--- config.mk ---
export PLATFORM = sky130hd
export DESIGN_NAME = ism_ctrl
export DESIGN_NICKNAME = d
export VERILOG_FILES = /design/src/rtl/ism_pkg.sv /design/src/rtl/ism_ctrl.sv
export SDC_FILE = /design/constraint.sdc
export NUM_CORES = 1
export LEC_CHECK = 0
export CAP_MARGIN = 20
export CELL_PAD_IN_SITES_DETAIL_PLACEMENT = 1
export CELL_PAD_IN_SITES_GLOBAL_PLACEMENT = 2
export CORE_MARGIN = 2
export CORE_UTILIZATION = 36
export DETAILED_ROUTE_END_ITERATION = 16
export DONT_BUFFER_PORTS = 1
export PLACE_DENSITY = 0.81
export SETUP_SLACK_MARGIN = 0.2
export SLEW_MARGIN = 20
export SYNTH_ARGS = -nofsm -noshare
export SYNTH_HDL_FRONTEND = slang
export SYNTH_SLANG_ARGS = --single-unit
export TNS_END_PERCENT = 20
--- constraint.sdc ---
create_clock -name aclk -period 3.2 [get_ports aclk]
set_clock_uncertainty 0.1 [all_clocks]
set_input_delay 0.64 -clock aclk [delete_from_list [all_inputs] [get_ports aclk]]
set_output_delay 0.64 -clock aclk [all_outputs]
set_load 0.02 [all_outputs]
--- src/rtl/ism_pkg.sv ---
// package for the interval sort and merge block
// shared constants, codes, state and command types; no dependencies
`timescale 1ns / 1ps

package ism_pkg;

    localparam int MaxRanges = 64;
    localparam int IdxW      = $clog2(MaxRanges);
    localparam int CntW      = $clog2(MaxRanges + 1);
    localparam int ValW      = 32;

    typedef logic [1:0] status_t;
    localparam status_t STATUS_OK        = 2'd0;
    localparam status_t STATUS_BAD_RANGE = 2'd1;
    localparam status_t STATUS_OVERFLOW  = 2'd2;

    typedef enum logic [3:0] {
        ST_LOAD,
        ST_SORT_RD,
        ST_SORT_CMP,
        ST_SORT_SHIFT,
        ST_SORT_PLACE,
        ST_MRG_FIRST,
        ST_MRG_RD,
        ST_MRG_CMP,
        ST_EMIT,
        ST_EMIT_LAST,
        ST_ERR
    } state_t;

    // controller to datapath
    typedef struct packed {
        logic            store_in;   // write input item at count
        logic            rd_en;      // registered read at rd_addr
        logic [IdxW-1:0] rd_addr;
        logic            hold_key;   // capture read data as the key
        logic            shift_wr;   // write read data at wr_addr
        logic            place_wr;   // write key at wr_addr
        logic [IdxW-1:0] wr_addr;
        logic            cur_load;   // current merged range from read data
        logic            cur_ext;    // raise current end
        logic            out_load;   // load output register
        logic            out_last;
        logic            out_err;
        logic            clear_set;
    } ism_cmd_t;

    // datapath to controller
    typedef struct packed {
        logic            prev_gt_key;  // read start above held key
        logic            rd_overlaps;  // read start at or below current end
        logic [CntW-1:0] count;
        status_t         err;
    } ism_stat_t;

endpackage

--- src/rtl/ism_ctrl.sv ---
// controller: load, insertion sort, merge sweep and result handshake
// depends on ism_pkg
`timescale 1ns / 1ps

module ism_ctrl import ism_pkg::*; (
    input  logic      aclk,
    input  logic      aresetn,
    input  logic      in_valid,
    input  logic      in_last,
    output logic      in_ready,
    output logic      out_valid,
    input  logic      out_ready,
    input  ism_stat_t stat,
    output ism_cmd_t  cmd
);

    state_t          state_reg, state_next;
    logic [CntW-1:0] i_reg, i_next;   // outer index / sweep index
    logic [CntW-1:0] j_reg, j_next;   // insertion position
    logic            ov_reg, ov_next;
    logic            in_xfer, out_free;

    assign out_free  = !ov_reg || out_ready;
    assign out_valid = ov_reg;
    assign in_ready  = (state_reg == ST_LOAD);
    assign in_xfer   = in_valid && in_ready;

    always_ff @(posedge aclk) begin
        if (!aresetn) begin
            state_reg <= ST_LOAD;
            i_reg     <= '0;
            j_reg     <= '0;
            ov_reg    <= 1'b0;
        end else begin
            state_reg <= state_next;
            i_reg     <= i_next;
            j_reg     <= j_next;
            ov_reg    <= ov_next;
        end
    end

    // next state and commands
    always_comb begin
        state_next = state_reg;
        i_next     = i_reg;
        j_next     = j_reg;
        ov_next    = ov_reg && !out_ready;
        cmd        = '0;
        case (state_reg)
            ST_LOAD: begin
                cmd.store_in = in_xfer;
                if (in_xfer && in_last) begin
                    state_next = ST_ERR;   // error check after the store settles
                end
            end
            ST_ERR: begin
                if (stat.err != STATUS_OK) begin
                    if (out_free) begin
                        cmd.out_load  = 1'b1;
                        cmd.out_err   = 1'b1;
                        cmd.out_last  = 1'b1;
                        cmd.clear_set = 1'b1;
                        ov_next       = 1'b1;
                        state_next    = ST_LOAD;
                    end
                end else begin
                    i_next     = CntW'(1);
                    state_next = ST_SORT_RD;
                end
            end
            ST_SORT_RD: begin
                if (i_reg >= stat.count) begin
                    i_next      = '0;
                    cmd.rd_en   = 1'b1;
                    cmd.rd_addr = '0;
                    state_next  = ST_MRG_FIRST;
                end else begin
                    cmd.rd_en   = 1'b1;
                    cmd.rd_addr = i_reg[IdxW-1:0];
                    j_next      = i_reg;
                    state_next  = ST_SORT_CMP;
                end
            end
            ST_SORT_CMP: begin
                // key captured; read neighbour below
                cmd.hold_key = 1'b1;
                cmd.rd_en    = 1'b1;
                cmd.rd_addr  = IdxW'(j_reg - CntW'(1));
                state_next   = ST_SORT_SHIFT;
            end
            ST_SORT_SHIFT: begin
                if (stat.prev_gt_key) begin
                    cmd.shift_wr = 1'b1;
                    cmd.wr_addr  = j_reg[IdxW-1:0];
                    j_next       = j_reg - CntW'(1);
                    if (j_reg == CntW'(1)) begin
                        state_next = ST_SORT_PLACE;
                    end else begin
                        cmd.rd_en   = 1'b1;
                        cmd.rd_addr = IdxW'(j_reg - CntW'(2));
                    end
                end else begin
                    state_next = ST_SORT_PLACE;
                end
            end
            ST_SORT_PLACE: begin
                cmd.place_wr = 1'b1;
                cmd.wr_addr  = j_reg[IdxW-1:0];
                i_next       = i_reg + CntW'(1);
                state_next   = ST_SORT_RD;
            end
            ST_MRG_FIRST: begin
                cmd.cur_load = 1'b1;
                i_next       = CntW'(1);
                state_next   = ST_MRG_RD;
            end
            ST_MRG_RD: begin
                if (i_reg >= stat.count) begin
                    state_next = ST_EMIT_LAST;
                end else begin
                    cmd.rd_en   = 1'b1;
                    cmd.rd_addr = i_reg[IdxW-1:0];
                    state_next  = ST_MRG_CMP;
                end
            end
            ST_MRG_CMP: begin
                if (stat.rd_overlaps) begin
                    cmd.cur_ext = 1'b1;
                    i_next      = i_reg + CntW'(1);
                    state_next  = ST_MRG_RD;
                end else begin
                    state_next = ST_EMIT;
                end
            end
            ST_EMIT: begin
                if (out_free) begin
                    cmd.out_load = 1'b1;
                    cmd.cur_load = 1'b1;
                    ov_next      = 1'b1;
                    i_next       = i_reg + CntW'(1);
                    state_next   = ST_MRG_RD;
                end
            end
            ST_EMIT_LAST: begin
                if (out_free) begin
                    cmd.out_load  = 1'b1;
                    cmd.out_last  = 1'b1;
                    cmd.clear_set = 1'b1;
                    ov_next       = 1'b1;
                    state_next    = ST_LOAD;
                end
            end
            default: begin
                state_next = ST_LOAD;
            end
        endcase
    end

    // output never overwritten while waiting
    a_no_overwrite: assert property (@(posedge aclk) disable iff (!aresetn)
        (cmd.out_load && ov_reg) |-> out_ready)
        else $error("result overwritten");

    // clear only with a last result
    a_clear_last: assert property (@(posedge aclk) disable iff (!aresetn)
        cmd.clear_set |-> (cmd.out_load && cmd.out_last))
        else $error("clear without last result");

    // sort writes never coincide with input stores
    a_wr_excl: assert property (@(posedge aclk) disable iff (!aresetn)
        cmd.store_in |-> !(cmd.shift_wr || cmd.place_wr))
        else $error("write port conflict");

endmodule

==> results.py <==
metrics = {
    "timing": {
        "period_share": 0.908,
        "tns_ns": 0,
        "period_minus_slack_ns": 2.90,
        "slew_headroom": 0.598,
        "hold_slack_ns": 0.404,
        "max_freq_mhz": 344,
        "finalSetupViolCount": 0,
        "hold_violations": 0,
        "slew_viol_final": 0,
        "worstMarginPinSlew_ns": 0.600,
        "rsz0062_at_grt": "yes",
    },
    "die": {
        "start_util": 0.375,
        "die_y_um": 80.2,
        "die_w_um": 80.2,
        "die_area_um2": 6440,
        "coreArea_um2": 5570,
        "rows": 27,
        "ios": 41,
    },
    "power_and_ir_drop": {
        "ir_worst_vdd_v": 0.000354,
        "power_density_nw_per_um2": 646,
        "switching_power_w": 0.000779,
        "p_leak_nw": 0.890,
        "seq_power_share": 0.204,
        "intPower_w": 0.000736,
        "comb_power_share": 0.680,
        "switching_share": 0.514,
        "clockPowerShare": 0.115,
    },
    "placed_design": {
        "dp_hpwl_um": 5010,
        "port_buffers": 0,
        "gp_congestion": 0.812,
    },
    "logic_synthesis": {
        "seq_area_frac_synth": 0.182,
        "ys_async_sr_fraction": 0,
        "synth_warnings": 0,
        "yosys-top-cells-area": "dfxtp_1, ha_1, a21oi_1",
        "synth_top_family_by_area": "compound AO/OA/AOI/OAI gates",
        "synth-main-ff-cell": "dfxtp_1",
        "yosys.area.top_type": "dfxtp_1",
        "ys_seq_elements": 19,
        "synthMuxAreaShare": 0.00957,
        "syn_area_um2": 2090,
        "synth_top_cell_area_share": 0.182,
        "synth_compound_area_frac": 0.346,
        "netlist_instances": 280,
        "synth_fa_ha_area_frac": 0.0718,
        "yosysUniqueCellTypes": 69,
        "syn_nets": 308,
        "yosys.area_share.simple": 0.299,
        "synth_edf_count": 0,
        "synth-xor-area-share": 0.00419,
        "avgSynthCellArea_um2": 7.47,
    },
    "layout": {
        "seq_area_um2": 384,
        "nNetsFinal": 322,
        "area_growth_pct": 12.0,
        "drive_above_1_share": 0.201,
        "layout_common_cells": "nand2_1, a21oi_1, buf_4",
        "diodes": 0,
        "multi_input_area_um2": 1550,
        "final_common_cell": "nand2_1",
        "n_fill_cell": 726,
    },
    "route": {
        "route.detailed.wl_per_inst_um": 18.4,
        "routed_wl_um": 6700,
        "drtPass1Iterations": 4,
        "route.antenna.remaining_nets": 0,
        "vias": 2159,
        "remaining_drc_errors": 0,
        "vias_per_cell": 5.92,
        "drt-initial-drc-count": 99,
    },
    "global_routing": {
        "grt_antenna_before_repair": 0,
        "grt_pass1_wl_um": 11100,
        "grt.overflow.total": 0,
        "grt_max_degree": 25,
        "gr-usage-all-layers": 0.217,
        "grt_pass1_vias": 2123,
    },
    "critical_path": {
        "critPathMaxStageDelay_ns": 0.48,
        "crit_buf_inv": 1,
        "crit_path_end_kind": "output pin",
        "path_delay_family": "compound AO/OA/AOI/OAI gates",
        "r2r-end": "j_reg[6]",
        "crit_top_cell": "o21ai_1",
        "worstPathArrival_ns": 2.16,
        "crit_path_start_kind": "flop",
        "timing.rr.start": "state_reg[2]",
        "cpMaxStageDelayCell": "or4b_4",
        "cp_cell_sequence": "inv_2 -> ha_1 -> or4b_4 -> o211a_4 -> o21ai_1 -> o21ai_1 -> a22o_1",
        "r2r_cells": 6,
        "rrSetupSlack_ns": 1.00,
        "worstPathMaxFanout": 7,
        "critPathRequiredTime_ns": 2.46,
        "crit_type": "reg2out",
    },
    "min_path": {
        "hold_path_depth": 2,
        "hold_class": "reg2reg",
        "worstHoldEndpoint": "j_reg[1]",
        "min-delay-start": "j_reg[1]",
    },
    "clocking": {
        "numCtsBuffers": 3,
        "root_buffer": "clkbuf_8",
        "clk_path_buf_depth": 2,
        "htreeDepth": 1,
        "cts_tree": "yes",
        "clkSinkCount": 19,
        "insertion_delay_ns": 0.26,
        "clk_pin_slew_ns": 0.08,
    },
    "run_status": {
        "status": "complete, no violations",
    },
    "job": {
        "maxCapViolCount": 0,
    },
}
-- synth_stat cells (all sizes together), types with 3 or more instances --
cell type and n:
a31oi 3, a221oi 3, nor2b 13, nor3b 5, a211oi 4, o21ai 20, nand3 8, nor2 18
o221ai 3, inv 18, o32ai 3, nor4 4, o2bb2ai 5, dfxtp 19, or4b 3, o22ai 3
and2 6, or2 3, ha 12, a21oi 27, nand2 35, o31ai 4, buf 12, clkbuf 5
-- area by class of cell --
class | instances | area share
timing repair buffer | 26 | 0.0865
sequential | 19 | 0.164
clock buffer | 4 | 0.0192
tap | 72 | 0.0384
multi-input combinational | 225 | 0.662
inverter | 19 | 0.0304
-- worst register-to-register path, cell delays in order, from the launching register on --
cell	delay (ns)
dfxtp_1	0.39
buf_4	0.22
nor4b_2	0.43
o211a_1	0.23
a21boi_2	0.25
nor2_1	0.17
o32ai_1	0.32
-- power groups by stage --
stage / registers, W / clock network, W / logic, W
2_1_floorplan: 0.000307 / 0 / 0.000787
3_3_place_gp: 0.000310 / 0 / 0.00100
3_5_place_dp: 0.000312 / 0 / 0.00101
4_1_cts: 0.000308 / 0.000179 / 0.00103
5_1_grt: 0.000316 / 0.000189 / 0.00113
6_report: 0.000310 / 0.000174 / 0.00103
-- what timing repair did --
| action | 4_1_cts | 5_1_grt |
|---|---|---|
| buffers inserted | 3 | 0 |
| endpoints found under the hold margin | 0 | 0 |
| pin swaps | 1 | 2 |
| hold buffers | 0 | 0 |
| setup endpoints to repair | 6 | 7 |
| gates resized for setup | 4 | 5 |
-- metrics by stage --
stage,instances,total power [W],util,worst slack [ns],area (um^2)
2_1_floorplan,280,0.00109,-,0.236,2090
3_3_place_gp,358,0.00131,0.403,0.229,2250
3_5_place_dp,358,0.00133,0.403,0.175,2250
4_1_cts,365,0.00151,0.417,0.184,2330
5_1_grt,365,0.00163,0.420,0.193,2340
6_report,365,0.00151,0.420,0.296,2340
-- worst max path at each step --
| stage | start | cells after the start | slack (ns) | endpoint |
|---|---|---|---|---|
| floorplan | stat[6] | 6 | 0.24 | cmd[15] |
| global placement | stat[6] | 9 | 0.23 | cmd[19] |
| detailed placement | stat[6] | 9 | 0.18 | cmd[19] |
| CTS | stat[6] | 8 | 0.18 | cmd[15] |
| global route | j_reg[1] | 7 | 0.19 | cmd[20] |
| finish | j_reg[1] | 7 | 0.30 | cmd[20] |
-- cell families after synthesis --
logic type	Yosys count
DFF	19
AOI/OAI and AO/OA	98
and+or+nand+nor	112
adders and majority gates	12
buffers and inverters	36
muxes	2
xor gates and xnor gates	1
-- layer usage --
layer / GRT usage / vias up / wire [um]
met4: 0.0254 / 0 / 44
met1: 0.310 / 1042 / 3280
li1: - / 1064 / -
met2: 0.357 / 49 / 3110
met5: 0 / - / 0
met3: 0.0281 / 4 / 259
Note: power is estimated with default switching activity, not from simulation.
